### config.mk
export PLATFORM = sky130hd
export DESIGN_NAME = cup_dispense_channel_fsm_flat
export DESIGN_NICKNAME = d
export VERILOG_FILES = /design/src/design/cupdisp_pkg.sv /design/src/design/cupdisp_if.sv /design/src/design/cup_dispense_channel_fsm.sv /design/src/design/cupdisp_chan.sv /design/src/flat_wrapper.sv
export SDC_FILE = /design/constraint.sdc
export NUM_CORES = 1
export LEC_CHECK = 0
export BUFFER_PORTS_ARGS = -buffer_cell sky130_fd_sc_hd__buf_4
export CORE_MARGIN = 2
export CORE_UTILIZATION = 35
export CTS_CLUSTER_DIAMETER = 50
export DETAILED_ROUTE_END_ITERATION = 8
export GPL_ROUTABILITY_DRIVEN = 0
export HOLD_SLACK_MARGIN = 0.1
export PLACE_DENSITY_LB_ADDON = 0.12
export SLEW_MARGIN = 20
export SYNTH_ARGS = -nofsm -noshare
export SYNTH_HDL_FRONTEND = slang
export SYNTH_HIERARCHICAL = 1
export SYNTH_SLANG_ARGS = --single-unit
### constraint.sdc
create_clock -name clk -period 19.1 [get_ports clk]
set_input_delay 5.73 -clock clk [delete_from_list [all_inputs] [get_ports clk]]
set_output_delay 5.73 -clock clk [all_outputs]
set_load 0.02 [all_outputs]
### src/design/cupdisp_pkg.sv
package cupdisp_pkg;

	// Default channel count and the number of channels wired to the sensor and command fields
	localparam int CHANNELS_DEF = 3;
	localparam int IO_LANES     = 3;

	// Field widths
	localparam int MASK_W  = 3;
	localparam int CMD_W   = 2;
	localparam int PHASE_W = 3;
	localparam int REG_W   = 8;
	localparam int IDX_W   = 3;
	localparam int SCAN_W  = 16;

	// Register indexes on the configuration port
	localparam logic [IDX_W-1:0] REG_WAIT_TIMEOUT = 3'd0;
	localparam logic [IDX_W-1:0] REG_DRY_CONFIRM  = 3'd1;
	localparam logic [IDX_W-1:0] REG_CUP_IN       = 3'd2;
	localparam logic [IDX_W-1:0] REG_CUP_OUT      = 3'd3;
	localparam logic [IDX_W-1:0] REG_POST_DRAW    = 3'd4;

	// Register reset values
	localparam logic [REG_W-1:0] WAIT_TIMEOUT_RST = 8'd22;
	localparam logic [REG_W-1:0] DRY_CONFIRM_RST  = 8'd28;
	localparam logic [REG_W-1:0] CUP_IN_RST       = 8'd3;
	localparam logic [REG_W-1:0] CUP_OUT_RST      = 8'd5;
	localparam logic [REG_W-1:0] POST_DRAW_RST    = 8'd6;

	typedef enum logic [PHASE_W-1:0] {
		PH_IDLE  = 3'd0,
		PH_WAIT  = 3'd1,
		PH_RUN   = 3'd2,
		PH_END   = 3'd3,
		PH_DRAIN = 3'd4
	} phase_t;

	typedef enum logic [CMD_W-1:0] {
		CMD_KEEP    = 2'd0,
		CMD_ENABLE  = 2'd1,
		CMD_DISABLE = 2'd2
	} cmd_t;

	typedef struct packed {
		logic [REG_W-1:0] wait_timeout;
		logic [REG_W-1:0] dry_confirm;
		logic [REG_W-1:0] cup_in;
		logic [REG_W-1:0] cup_out;
		logic [REG_W-1:0] post_draw;
	} cfg_t;

	typedef struct packed {
		logic   pump;
		logic   red;
		logic   green;
		logic   water_ok;
		logic   drain;
		phase_t phase;
	} chan_res_t;

	// Saturating increment of a debounce counter
	function automatic logic [REG_W-1:0] sat_inc8(input logic [REG_W-1:0] v);
		return (v == {REG_W{1'b1}}) ? v : v + 8'd1;
	endfunction

endpackage

### src/design/cupdisp_if.sv
interface cupdisp_in_if;
	logic       valid;
	logic       ready;
	logic [2:0] cup_sense;
	logic [2:0] water_sense;
	logic [1:0] cmd_first;
	logic [1:0] cmd_second;
	logic [1:0] cmd_third;

	modport source (output valid, cup_sense, water_sense, cmd_first, cmd_second, cmd_third,
		input ready);
	modport sink (input valid, cup_sense, water_sense, cmd_first, cmd_second, cmd_third,
		output ready);
endinterface

interface cupdisp_out_if;
	logic       valid;
	logic       ready;
	logic [2:0] pump_mask;
	logic [2:0] red_led_mask;
	logic [2:0] green_led_mask;
	logic [2:0] water_ok_mask;
	logic [2:0] drain_pulse_mask;
	logic [2:0] phase_first;
	logic [2:0] phase_second;
	logic [2:0] phase_third;

	modport source (output valid, pump_mask, red_led_mask, green_led_mask, water_ok_mask,
		drain_pulse_mask, phase_first, phase_second, phase_third, input ready);
	modport sink (input valid, pump_mask, red_led_mask, green_led_mask, water_ok_mask,
		drain_pulse_mask, phase_first, phase_second, phase_third, output ready);
endinterface

### src/design/cup_dispense_channel_fsm.sv
// Each result is registered: it appears in the output register the cycle after its input transaction.
// Throughput: one scan tick per cycle; the input is taken whenever the output register
//   is empty or being drained in the same cycle.
// Each tick runs every channel's phase machine once in combinational logic between
//   the channel state registers and the output register.
// Reset (arst_n low, asynchronous): channels in waiting with water_ok set, counters and
//   pump and LED state cleared, registers at their default values, no result pending.
module cup_dispense_channel_fsm #(
	parameter int CHANNELS = cupdisp_pkg::CHANNELS_DEF
) (
	input  logic                           clk,
	input  logic                           arst_n,
	input  logic                           cfg_we,
	input  logic [cupdisp_pkg::IDX_W-1:0]  cfg_idx,
	input  logic [cupdisp_pkg::REG_W-1:0]  cfg_wdata,
	cupdisp_in_if.sink                     in_ch,
	cupdisp_out_if.source                  out_ch
);
	import cupdisp_pkg::*;

	cfg_t                cfg_q;
	logic                adv;
	logic                out_valid_q;
	logic [CMD_W-1:0]    cmd_lane [IO_LANES];
	chan_res_t           res      [CHANNELS];
	chan_res_t           lane_res [IO_LANES];
	chan_res_t           res_q    [IO_LANES];

	assign adv         = in_ch.valid && in_ch.ready;
	assign in_ch.ready = !out_valid_q || out_ch.ready;

	assign cmd_lane[0] = in_ch.cmd_first;
	assign cmd_lane[1] = in_ch.cmd_second;
	assign cmd_lane[2] = in_ch.cmd_third;

	// Configuration registers
	always_ff @(posedge clk or negedge arst_n) begin
		if (!arst_n) begin
			cfg_q.wait_timeout <= WAIT_TIMEOUT_RST;
			cfg_q.dry_confirm  <= DRY_CONFIRM_RST;
			cfg_q.cup_in       <= CUP_IN_RST;
			cfg_q.cup_out      <= CUP_OUT_RST;
			cfg_q.post_draw    <= POST_DRAW_RST;
		end else if (cfg_we) begin
			case (cfg_idx)
				REG_WAIT_TIMEOUT: cfg_q.wait_timeout <= cfg_wdata;
				REG_DRY_CONFIRM:  cfg_q.dry_confirm  <= cfg_wdata;
				REG_CUP_IN:       cfg_q.cup_in       <= cfg_wdata;
				REG_CUP_OUT:      cfg_q.cup_out      <= cfg_wdata;
				REG_POST_DRAW:    cfg_q.post_draw    <= cfg_wdata;
				default:          ;
			endcase
		end
	end

	// One phase machine per channel; channels past the sensor lanes see nothing
	for (genvar c = 0; c < CHANNELS; c++) begin : g_chan
		if (c < IO_LANES) begin : g_io
			cupdisp_chan u_chan (
				.clk    (clk),
				.arst_n (arst_n),
				.cfg    (cfg_q),
				.adv    (adv),
				.cup    (in_ch.cup_sense[c]),
				.wet    (in_ch.water_sense[c]),
				.cmd    (cmd_lane[c]),
				.res    (res[c])
			);
		end else begin : g_dark
			cupdisp_chan u_chan (
				.clk    (clk),
				.arst_n (arst_n),
				.cfg    (cfg_q),
				.adv    (adv),
				.cup    (1'b0),
				.wet    (1'b0),
				.cmd    (CMD_KEEP),
				.res    (res[c])
			);
		end
	end

	// Pick the channels that appear in the outputs; absent ones read as idle and dark
	for (genvar l = 0; l < IO_LANES; l++) begin : g_lane
		if (l < CHANNELS) begin : g_on
			assign lane_res[l] = res[l];
		end else begin : g_off
			assign lane_res[l] = '{pump: 1'b0, red: 1'b0, green: 1'b0, water_ok: 1'b0,
				drain: 1'b0, phase: PH_IDLE};
		end
	end

	// Output register: load on accept, drop valid once taken
	always_ff @(posedge clk or negedge arst_n) begin
		if (!arst_n)
			out_valid_q <= 1'b0;
		else if (adv)
			out_valid_q <= 1'b1;
		else if (out_ch.ready)
			out_valid_q <= 1'b0;
	end

	always_ff @(posedge clk) begin
		if (adv)
			res_q <= lane_res;
	end

	assign out_ch.valid = out_valid_q;
	for (genvar l = 0; l < IO_LANES; l++) begin : g_out
		assign out_ch.pump_mask[l]        = res_q[l].pump;
		assign out_ch.red_led_mask[l]     = res_q[l].red;
		assign out_ch.green_led_mask[l]   = res_q[l].green;
		assign out_ch.water_ok_mask[l]    = res_q[l].water_ok;
		assign out_ch.drain_pulse_mask[l] = res_q[l].drain;
	end
	assign out_ch.phase_first  = res_q[0].phase;
	assign out_ch.phase_second = res_q[1].phase;
	assign out_ch.phase_third  = res_q[2].phase;

endmodule

### src/design/cupdisp_chan.sv
module cupdisp_chan (
	input  logic                clk,
	input  logic                arst_n,
	input  cupdisp_pkg::cfg_t   cfg,
	input  logic                adv,
	input  logic                cup,
	input  logic                wet,
	input  logic [1:0]          cmd,
	output cupdisp_pkg::chan_res_t res
);
	import cupdisp_pkg::*;

	phase_t            phase_q, ph;
	logic [SCAN_W-1:0] scan_q, sc;
	logic [REG_W-1:0]  dry_q, dry;
	logic [REG_W-1:0]  cin_q, cin;
	logic [REG_W-1:0]  cout_q, cout;
	logic              tflag_q, tflag;
	logic              wok_q, wok;
	logic              act_q, act;
	logic              red_q, red;
	logic              grn_q, grn;
	logic              drain;
	logic              placed;
	logic              removed_run;
	logic              removed_end;

	// Hold state between ticks, advance on each accepted transaction
	always_ff @(posedge clk or negedge arst_n) begin
		if (!arst_n) begin
			phase_q <= PH_WAIT;
			scan_q  <= '0;
			dry_q   <= '0;
			cin_q   <= '0;
			cout_q  <= '0;
			tflag_q <= 1'b0;
			wok_q   <= 1'b1;
			act_q   <= 1'b0;
			red_q   <= 1'b0;
			grn_q   <= 1'b0;
		end else if (adv) begin
			phase_q <= ph;
			scan_q  <= sc;
			dry_q   <= dry;
			cin_q   <= cin;
			cout_q  <= cout;
			tflag_q <= tflag;
			wok_q   <= wok;
			act_q   <= act;
			red_q   <= red;
			grn_q   <= grn;
		end
	end

	// Next state: phases evaluated in order so a transition cascades within one tick
	always_comb begin
		ph          = phase_q;
		sc          = scan_q;
		dry         = dry_q;
		cin         = cin_q;
		cout        = cout_q;
		tflag       = tflag_q;
		wok         = wok_q;
		act         = act_q;
		red         = red_q;
		grn         = grn_q;
		drain       = 1'b0;
		placed      = 1'b0;
		removed_run = 1'b0;
		removed_end = 1'b0;

		if (sc != {SCAN_W{1'b1}})
			sc = sc + 16'd1;

		case (cmd)
			CMD_ENABLE:  ph = PH_WAIT;
			CMD_DISABLE: ph = PH_IDLE;
			default:     ;
		endcase

		// Waiting: green on, debounce cup placement
		if (ph == PH_WAIT) begin
			grn = 1'b1;
			if (cup) begin
				cin = sat_inc8(cin);
				if (cin >= cfg.cup_in) begin
					cin    = '0;
					placed = 1'b1;
				end
			end
			if (placed) begin
				ph    = PH_RUN;
				grn   = 1'b0;
				sc    = '0;
				tflag = 1'b0;
			end
		end

		// Running: pump on, watch for dry water after timeout or cup removal
		if (ph == PH_RUN) begin
			red = 1'b1;
			act = 1'b1;
			if (sc >= {8'd0, cfg.wait_timeout} && !tflag) begin
				sc    = '0;
				tflag = 1'b1;
			end
			if (!wet) begin
				dry = sat_inc8(dry);
				if (dry >= cfg.dry_confirm) begin
					wok = 1'b0;
					dry = '0;
				end
			end else begin
				wok = 1'b1;
				dry = '0;
			end
			// Removal detector is skipped when the dry stop already holds
			if (!(!wok && tflag) && !cup) begin
				cout = sat_inc8(cout);
				if (cout >= cfg.cup_out) begin
					cout        = '0;
					removed_run = 1'b1;
				end
			end
			if ((!wok && tflag) || removed_run) begin
				tflag = 1'b1;
				ph    = PH_END;
				red   = 1'b0;
				act   = 1'b0;
				drain = 1'b1;
			end else begin
				tflag = 1'b0;
			end
		end

		// Ending: blink both LEDs until the cup is gone
		if (ph == PH_END) begin
			tflag = 1'b0;
			grn   = ~grn;
			red   = ~red;
			if (!cup) begin
				cout = sat_inc8(cout);
				if (cout >= cfg.cup_out) begin
					cout        = '0;
					removed_end = 1'b1;
				end
			end
			if (removed_end) begin
				ph  = PH_DRAIN;
				red = 1'b0;
				grn = 1'b0;
				sc  = '0;
			end
		end

		// Draining: pump on with red blinking for the post-draw window
		if (ph == PH_DRAIN) begin
			if (sc <= {8'd0, cfg.post_draw}) begin
				red = ~red;
				act = 1'b1;
			end else begin
				red = 1'b0;
				grn = 1'b0;
				act = 1'b0;
				ph  = PH_WAIT;
				sc  = '0;
			end
		end
	end

	assign res.pump     = act;
	assign res.red      = red;
	assign res.green    = grn;
	assign res.water_ok = wok;
	assign res.drain    = drain;
	assign res.phase    = ph;

endmodule

### src/flat_wrapper.sv
// flat-port wrapper written by rule: the top's interface ports become plain ports
module cup_dispense_channel_fsm_flat import cupdisp_pkg::*;
#(
	parameter int CHANNELS = cupdisp_pkg::CHANNELS_DEF
)
  (clk, arst_n, cfg_we, cfg_idx, cfg_wdata, in_ch_valid, in_ch_cup_sense, in_ch_water_sense, in_ch_cmd_first, in_ch_cmd_second, in_ch_cmd_third, in_ch_ready, out_ch_valid, out_ch_pump_mask, out_ch_red_led_mask, out_ch_green_led_mask, out_ch_water_ok_mask, out_ch_drain_pulse_mask, out_ch_phase_first, out_ch_phase_second, out_ch_phase_third, out_ch_ready);
  cupdisp_in_if in_ch_i ();
  cupdisp_out_if out_ch_i ();
  input  logic clk;
  input  logic arst_n;
  input  logic cfg_we;
  input  logic [cupdisp_pkg::IDX_W-1:0] cfg_idx;
  input  logic [cupdisp_pkg::REG_W-1:0] cfg_wdata;
  input wire logic [$bits(in_ch_i.valid)-1:0] in_ch_valid;
  input wire logic [$bits(in_ch_i.cup_sense)-1:0] in_ch_cup_sense;
  input wire logic [$bits(in_ch_i.water_sense)-1:0] in_ch_water_sense;
  input wire logic [$bits(in_ch_i.cmd_first)-1:0] in_ch_cmd_first;
  input wire logic [$bits(in_ch_i.cmd_second)-1:0] in_ch_cmd_second;
  input wire logic [$bits(in_ch_i.cmd_third)-1:0] in_ch_cmd_third;
  output wire logic [$bits(in_ch_i.ready)-1:0] in_ch_ready;
  output wire logic [$bits(out_ch_i.valid)-1:0] out_ch_valid;
  output wire logic [$bits(out_ch_i.pump_mask)-1:0] out_ch_pump_mask;
  output wire logic [$bits(out_ch_i.red_led_mask)-1:0] out_ch_red_led_mask;
  output wire logic [$bits(out_ch_i.green_led_mask)-1:0] out_ch_green_led_mask;
  output wire logic [$bits(out_ch_i.water_ok_mask)-1:0] out_ch_water_ok_mask;
  output wire logic [$bits(out_ch_i.drain_pulse_mask)-1:0] out_ch_drain_pulse_mask;
  output wire logic [$bits(out_ch_i.phase_first)-1:0] out_ch_phase_first;
  output wire logic [$bits(out_ch_i.phase_second)-1:0] out_ch_phase_second;
  output wire logic [$bits(out_ch_i.phase_third)-1:0] out_ch_phase_third;
  input wire logic [$bits(out_ch_i.ready)-1:0] out_ch_ready;
  assign in_ch_i.valid = in_ch_valid;
  assign in_ch_i.cup_sense = in_ch_cup_sense;
  assign in_ch_i.water_sense = in_ch_water_sense;
  assign in_ch_i.cmd_first = in_ch_cmd_first;
  assign in_ch_i.cmd_second = in_ch_cmd_second;
  assign in_ch_i.cmd_third = in_ch_cmd_third;
  assign in_ch_ready = in_ch_i.ready;
  assign out_ch_valid = out_ch_i.valid;
  assign out_ch_pump_mask = out_ch_i.pump_mask;
  assign out_ch_red_led_mask = out_ch_i.red_led_mask;
  assign out_ch_green_led_mask = out_ch_i.green_led_mask;
  assign out_ch_water_ok_mask = out_ch_i.water_ok_mask;
  assign out_ch_drain_pulse_mask = out_ch_i.drain_pulse_mask;
  assign out_ch_phase_first = out_ch_i.phase_first;
  assign out_ch_phase_second = out_ch_i.phase_second;
  assign out_ch_phase_third = out_ch_i.phase_third;
  assign out_ch_i.ready = out_ch_ready;
  cup_dispense_channel_fsm #(.CHANNELS(CHANNELS)) u_core (.clk(clk), .arst_n(arst_n), .cfg_we(cfg_we), .cfg_idx(cfg_idx), .cfg_wdata(cfg_wdata), .in_ch(in_ch_i), .out_ch(out_ch_i));
endmodule
After elaboration in Yosys (flattened, before gate mapping)
Cells that the tools add are included.
{"block": "op_classes", "n_addsub": 15, "n_lt_le_gt_ge": 18, "n_eq_ne": 37, "mux": 200, "bitwise_logic": 9, "reduce_logical": 40}
{"operator": "2-to-1 mux 16 bit", "n": 27}
{"operator": "2-to-1 mux 8 bit", "n": 39}
{"operator": "2-to-1 mux 1 bit", "n": 107}
{"operator": "adder 8 x 1 -> 8 bit, second input constant", "n": 12}
{"operator": "equality test 8 bit, second input constant", "n": 12}
{"operator": ">= comparator 8 bit", "n": 12}
{"operator": "2-to-1 mux 3 bit", "n": 24}
{"operator": "adder 16 x 1 -> 16 bit, second input constant", "n": 3}
{"operator": ">= comparator 16 x 8 -> 1 bit", "n": 3}
{"operator": "<= comparator 16 x 8 -> 1 bit", "n": 3}
{"operator": "inequality test 16 bit, second input constant", "n": 3}
{"operator": "equality test 3 x 2 -> 1 bit, second input constant", "n": 8}
{"operator": "one-hot mux 3 bit (2 select lines)", "n": 3}
{"operator": "AND reduction 2 bit", "n": 8}
{"operator": "zero test 1 bit", "n": 13}
{"operator": "equality test 3 x 1 -> 1 bit, second input constant", "n": 4}
{"operator": "equality test 3 bit, second input constant", "n": 4}
{"operator": "logical AND 1 bit", "n": 10}
{"operator": "NOT 1 bit", "n": 9}
{"operator": "AND reduction 3 bit", "n": 3}
{"operator": "equality test 2 x 1 -> 1 bit, second input constant", "n": 3}
{"operator": "equality test 2 bit, second input constant", "n": 3}
{"operator": "logical OR 1 bit", "n": 4}
{"operator": "zero test 3 bit", "n": 1}
{"operator": "nonzero test 2 bit", "n": 1}
{"block": "totals", "ff_bits": 209, "output_inout_bits": 26, "elab_cells": 373}

Depth between registers and ports, before layout
{"block": "depth", "word_depth": 28, "depth_mapped": 54, "mapped_depth_nobuf": 48}

Cells and area by module
Netlist, hierarchy kept.
{"module": "cupdisp_chan (u_core.g_chan[2].g_io.u_chan)", "n_inst": 1, "cells_each": 682, "area_each_um2": 5442.7, "seq_area_each_um2": 1203.7}
{"module": "cupdisp_chan (u_core.g_chan[1].g_io.u_chan)", "n_inst": 1, "cells_each": 662, "area_each_um2": 5290.1, "seq_area_each_um2": 1203.7}
{"module": "cupdisp_chan (u_core.g_chan[0].g_io.u_chan)", "n_inst": 1, "cells_each": 650, "area_each_um2": 5101.1, "seq_area_each_um2": 1203.7}
{"module": "cup_dispense_channel_fsm", "n_inst": 1, "cells_each": 116, "area_each_um2": 2311.0, "seq_area_each_um2": 1761.7}

Worst setup path after synthesis
No wires, ideal clock.
{"block": "synth_path", "kind": "input-to-reg", "start": "input in_ch_cmd_third[1]", "end": "register u_core.g_chan[2].g_io.u_chan.scan_q[8]", "setup_time_ns": 0.077, "t_arrival_ns": 14.156, "required_time_ns": 19.023, "setup_slack_ns": 4.866, "path_stages": 46, "n_path_buf": 6, "cell_sequence": "inv_1 ha_1 and4bb_2 o21ai_0 a21oi_1 clkbuf_1 or2_2 inv_1 ha_1 a21o_1 a211oi_1 o21a_1 o2111ai_4 and2_4 buf_6 buf_6 o21ai_1 ha_1 [10 not listed] o41a_1 nand3b_1 or3_1 clkbuf_1 nand2_1 nor2_1 ha_1 nor2b_1 o21a_1 o21a_1 o21bai_1 a21oi_1 o21ai_0 and4b_1 clkbuf_2 buf_2 o21ai_0 a21oi_1"}
{"block": "synth_via", "elab_chain_len": 24}
{"element": "start: declaration", "line_no": "flat_wrapper.sv:19", "text": "input wire logic [$bits(in_ch_i.cmd_third)-1:0] in_ch_cmd_third;"}
{"element": "equality test 2 bit / equality test 2 x 1 -> 1 bit (equally long branches)", "line_no": "cupdisp_chan.sv:75", "text": "case (cmd)"}
{"element": "one-hot mux 3 bit (2 select lines) *", "line_no": "cupdisp_chan.sv:75"}
{"element": "equality test 3 x 1 -> 1 bit", "line_no": "cupdisp_chan.sv:82", "text": "if (ph == PH_WAIT) begin"}
{"element": "2-to-1 mux 16 bit / 2-to-1 mux 1 bit (equally long branches)", "line_no": "cupdisp_chan.sv:82"}
{"element": ">= comparator 16 x 8 -> 1 bit / zero test 1 bit (equally long branches)", "line_no": "cupdisp_chan.sv:103", "text": "if (sc >= {8'd0, cfg.wait_timeout} && !tflag) begin"}
{"element": "logical AND 1 bit", "line_no": "cupdisp_chan.sv:103"}
{"element": "2-to-1 mux 1 bit", "line_no": "cupdisp_chan.sv:103"}
{"element": "2-to-1 mux 1 bit", "line_no": "cupdisp_chan.sv:100", "text": "if (ph == PH_RUN) begin"}
{"element": "[8 not listed]"}
{"element": "2-to-1 mux 1 bit", "line_no": "cupdisp_chan.sv:143", "text": "if (cout >= cfg.cup_out) begin"}
{"element": "2-to-1 mux 1 bit", "line_no": "cupdisp_chan.sv:141", "text": "if (!cup) begin"}
{"element": "2-to-1 mux 1 bit", "line_no": "cupdisp_chan.sv:137", "text": "if (ph == PH_END) begin"}
{"element": "2-to-1 mux 16 bit", "line_no": "cupdisp_chan.sv:148", "text": "if (removed_end) begin"}
{"element": "2-to-1 mux 16 bit", "line_no": "cupdisp_chan.sv:137"}
{"element": "<= comparator 16 x 8 -> 1 bit", "line_no": "cupdisp_chan.sv:158", "text": "if (sc <= {8'd0, cfg.post_draw}) begin"}
{"element": "2-to-1 mux 16 bit", "line_no": "cupdisp_chan.sv:158"}
{"element": "2-to-1 mux 16 bit *", "line_no": "cupdisp_chan.sv:157", "text": "if (ph == PH_DRAIN) begin"}
{"element": "end signal: assignment", "line_no": "cupdisp_chan.sv:32", "text": "scan_q <= '0;"}
{"element": "end signal: assignment", "line_no": "cupdisp_chan.sv:43", "text": "scan_q <= sc;"}
{"element": "end: declaration", "line_no": "cupdisp_chan.sv:14", "text": "logic [SCAN_W-1:0] scan_q, sc;"}
Every way passes the cells marked *; elsewhere a longest branch is shown, timed or not. The select of a mux whose other input is x is not followed.
A chain may end at the register's enable or synchronous reset.

Worst setup path after layout
{"block": "layout_path", "start": "input in_ch_cmd_third[0]", "end": "register u_core.g_chan[2].g_io.u_chan.scan_q[8]"}
Same word-level chain as after synthesis.

==> flow_summary_export.csv <==
group,metric,value,unit
global_route,track_usage,20.2,%
floorplan,die_area,0.0537,mm²
placed_design,io_buffers,53,
floorplan,start_util,35.4,%
final_layout,antennaDiodeCount,0,
floorplan,ios,54,
global_route,overflow,0,
worst_hold_path,min_from,"u_core/g_chan[0].g_io.u_chan/grn_q$_DFFE_PN0P_",
global_route,antenna_found_initial,0,
logic_synthesis,yosysSeqAreaShare,29.6,%
timing,fmax,0.0641,GHz
timing,rsz0062_at_grt,"no",
detailed_routing,route.detailed.drc,0,
floorplan,die_h,232,µm
timing,tns,0,ns
setup_path,required,19.58,ns
timing,worst_pin_slew,0.971,ns
setup_path,cpPeakStageDelay,0.63,ns
timing,slew-limit-headroom,35.2,%
setup_path,worst_path_max_delay_cell,"a2111oi_0",
global_route,grt_pass1_vias,15549,
timing,setup_violations,0,
pwr,switching_share,39.1,%
logic_synthesis,synth_cells,2110,
pwr,p_leak,9.48,nW
run,drv_cap,0,
pwr,power_frac_comb,37.4,%
clock_network,cts_setup_buffers,0,
final_layout,final_util,39.8,%
logic_synthesis,synth.distinct_cells,113,
logic_synthesis,synthesis.area,0.0181,mm²
status,run_status,"finished clean",
clock_network,cts.repair.resized,0,
global_route,grt_max_degree,64,
detailed_routing,first_pass_iters,5,
clock_network,cts.sinks,209,
setup_path,path_class,"input port to flop",
floorplan,core_area,0.0513,mm²
placed_design,placed_area,0.0191,mm²
final_layout,drive_gt1_share,13.9,%
pwr,internal_power,0.00137,W
pwr,pwr-share-clk,31.9,%
setup_path,worstRegToRegCells,45,
clock_network,cts.clk_slew.worst_paths,0.06,ns
logic_synthesis,synth_area_per_cell,8.60,µm²
detailed_routing,routed_wl,53.6,mm
clock_network,cts_max_path_buffers,3,
detailed_routing,drt-initial-drc-count,1315,
final_layout,areaGrowthSynthToFinish,12.4,%
clock_network,cts-htree-levels,2,
pwr,pwr-share-seq,30.7,%
worst_hold_path,hold_end,"u_core/g_chan[0].g_io.u_chan/grn_q$_DFFE_PN0P_",
detailed_routing,via_per_inst,5.61,
worst_hold_path,hold_path_depth,2,
setup_path,crit_path_end_kind,"flop",
setup_path,cpMostUsedCell,"ha_1",
logic_synthesis,synth_edf_count,24,
setup_path,worst-path-max-fanout,17,
setup_path,r2r_start,"u_core/g_chan[2].g_io.u_chan/cin_q[0]$_DFFE_PN0P_",
timing,period_share,81.6,%
global_route,grt_pass1_wl,86.7,mm
setup_path,cp-start-kind,"input port",
floorplan,row_count,83,
worst_hold_path,hold_class,"flop to flop",
detailed_routing,antenna_left,0,
setup_path,reg2reg_slack,7.16,ns
final_layout,layout_common_cells,"inv_1 (182), nand2_1 (173), dfrtp_1 (167)",
floorplan,dieWidth,232,µm
logic_synthesis,yosys_warnings,6,
detailed_routing,via_count,15931,
pwr,ir_worst_vdd,56.9,µV
timing,hold_viol_final,0,
setup_path,critPathArrivalTime,16.07,ns
final_layout,fin_nets,2320,
clock_network,cts_root_buffer,"clkbuf_16",
final_layout,fillers,5222,
placed_design,hpwl,39.7,mm
final_layout,layout.area.seq,0.00537,mm²
setup_path,worst-path-buf-inv,3,
pwr,powerDensity,110,mW/mm²
final_layout,final_area,0.0204,mm²
timing,fin_crit,15.59,ns
clock_network,cts_tree,"yes",
logic_synthesis,async_flop_share,88.5,%
pwr,switchingPower,0.000881,W
clock_network,cts_buffers,40,
timing,maxSlewViolCount,0,
logic_synthesis,synth_nets,2300,
final_layout,multi_input_area,0.0116,mm²
logic_synthesis,ys_seq_elements,209,
final_layout,layout_commonest_cell,"inv_1",
clock_network,holdBufCountCts,0,
timing,finalClockSkew,0.0336,ns
clock_network,clock_latency,0.56,ns
detailed_routing,wire_per_inst,18.9,µm
setup_path,crit_family,"compound AO/OA/AOI/OAI gates",
setup_path,regToRegEndpoint,"u_core/g_chan[2].g_io.u_chan/scan_q[8]$_DFFE_PN0P_",
logic_synthesis,synth_ff_type,"dfrtp_1",
## registers in the layout, summed over array words and instances (netlist names), 9 cells and up
| register | count |
|---|---|
| u_core/cfg_q | 40 |
| u_core/g_chan.g_io.u_chan/cin_q | 24 |
| u_core/g_chan.g_io.u_chan/cout_q | 24 |
| u_core/g_chan.g_io.u_chan/dry_q | 24 |
| u_core/g_chan.g_io.u_chan/phase_q | 9 |
| u_core/g_chan.g_io.u_chan/scan_q | 48 |
## worst max path at each step
stage	from	slack, ns	end	cells past startpoint
floorplan	in_ch_cmd_third[1]	4.87	u_core/g_chan[2].g_io.u_chan/scan_q[8]$_DFFE_PN0P_	46
global placement	in_ch_cmd_second[0]	3.11	u_core/g_chan[1].g_io.u_chan/scan_q[13]$_DFFE_PN0P_	42
detailed placement	in_ch_cmd_second[0]	3.07	u_core/g_chan[1].g_io.u_chan/scan_q[13]$_DFFE_PN0P_	42
CTS	in_ch_cmd_second[0]	3.64	u_core/g_chan[1].g_io.u_chan/scan_q[13]$_DFFE_PN0P_	42
global route	in_ch_cmd_third[0]	2.74	u_core/g_chan[2].g_io.u_chan/scan_q[8]$_DFFE_PN0P_	42
finish	in_ch_cmd_third[0]	3.51	u_core/g_chan[2].g_io.u_chan/scan_q[8]$_DFFE_PN0P_	41
## layer usage
layer,routed length [µm],global-route usage [%]
met4,1170,5.95
met3,2260,2.93
met5,0,0
met1,25300,27.7
met2,24800,32.8
## kinds of logic after synthesis
kind of cell	Yosys count	share of synthesized area, %
xor+xnor	52	2.51
simple gates	745	21.6
flops	209	29.6
buf+inv	273	6.32
mux	125	7.77
compound gates	544	21.0
fa+ha+maj	162	11.2
## metrics by stage
step / worst slack (ns) / instances / total power [W] / hold WS [ns]
final: 3.51 / 2841 / 0.00225 / 0.484
after global routing: 2.74 / 2841 / 0.00243 / 0.514
after CTS: 3.64 / 2841 / 0.00228 / 0.487
after detailed placement: 3.07 / 2768 / 0.00154 / 0.475
after global placement: 3.11 / 2768 / 0.00152 / 0.461
after floorplan: 4.87 / 2110 / 0.00129 / 0.447
## worst register-to-register path: cells and delay by family, from the launching register on
kind,cells,cell delay (ns)
adders and majority gates,6,1.52
DFF,1,0.43
and+or+nand+nor,13,3.48
buffers and inverters,2,0.22
AOI/OAI and AO/OA,22,5.60
xor gates and xnor gates,1,0.23
muxes,1,0.40
## final cells by class
cell class | count | share of cell area (%)
multi-input cells | 1628 | 57.0
inverters | 184 | 3.39
repair buffers | 67 | 2.50
well taps | 680 | 4.17
flip-flops and latches | 209 | 26.3
clock inverters | 27 | 1.55
clock buffers | 46 | 5.02
## cells in the mapped netlist, drive strengths merged, types with 37 or more instances
cell type	n	area, µm²
buf	46	292
dfrtp	167	4180
nor2	154	583
nand2	175	662
clkbuf	43	165
a21oi	114	571
o21ai	130	669
mux2	74	863
mux2i	51	547
nand2b	37	231
and3	45	282
ha	162	2030
inv	182	683
nand3	92	475
nand4	59	397
## power groups by stage
stage | logic [W] | clock network [W] | registers (W)
floorplan | 0.000656 | 0 | 0.000639
global placement | 0.000821 | 0 | 0.000696
detailed placement | 0.000840 | 0 | 0.000696
CTS | 0.000846 | 0.000740 | 0.000690
global route | 0.000963 | 0.000762 | 0.000708
finish | 0.000843 | 0.000718 | 0.000692
Power figures use the tool's default switching activity.
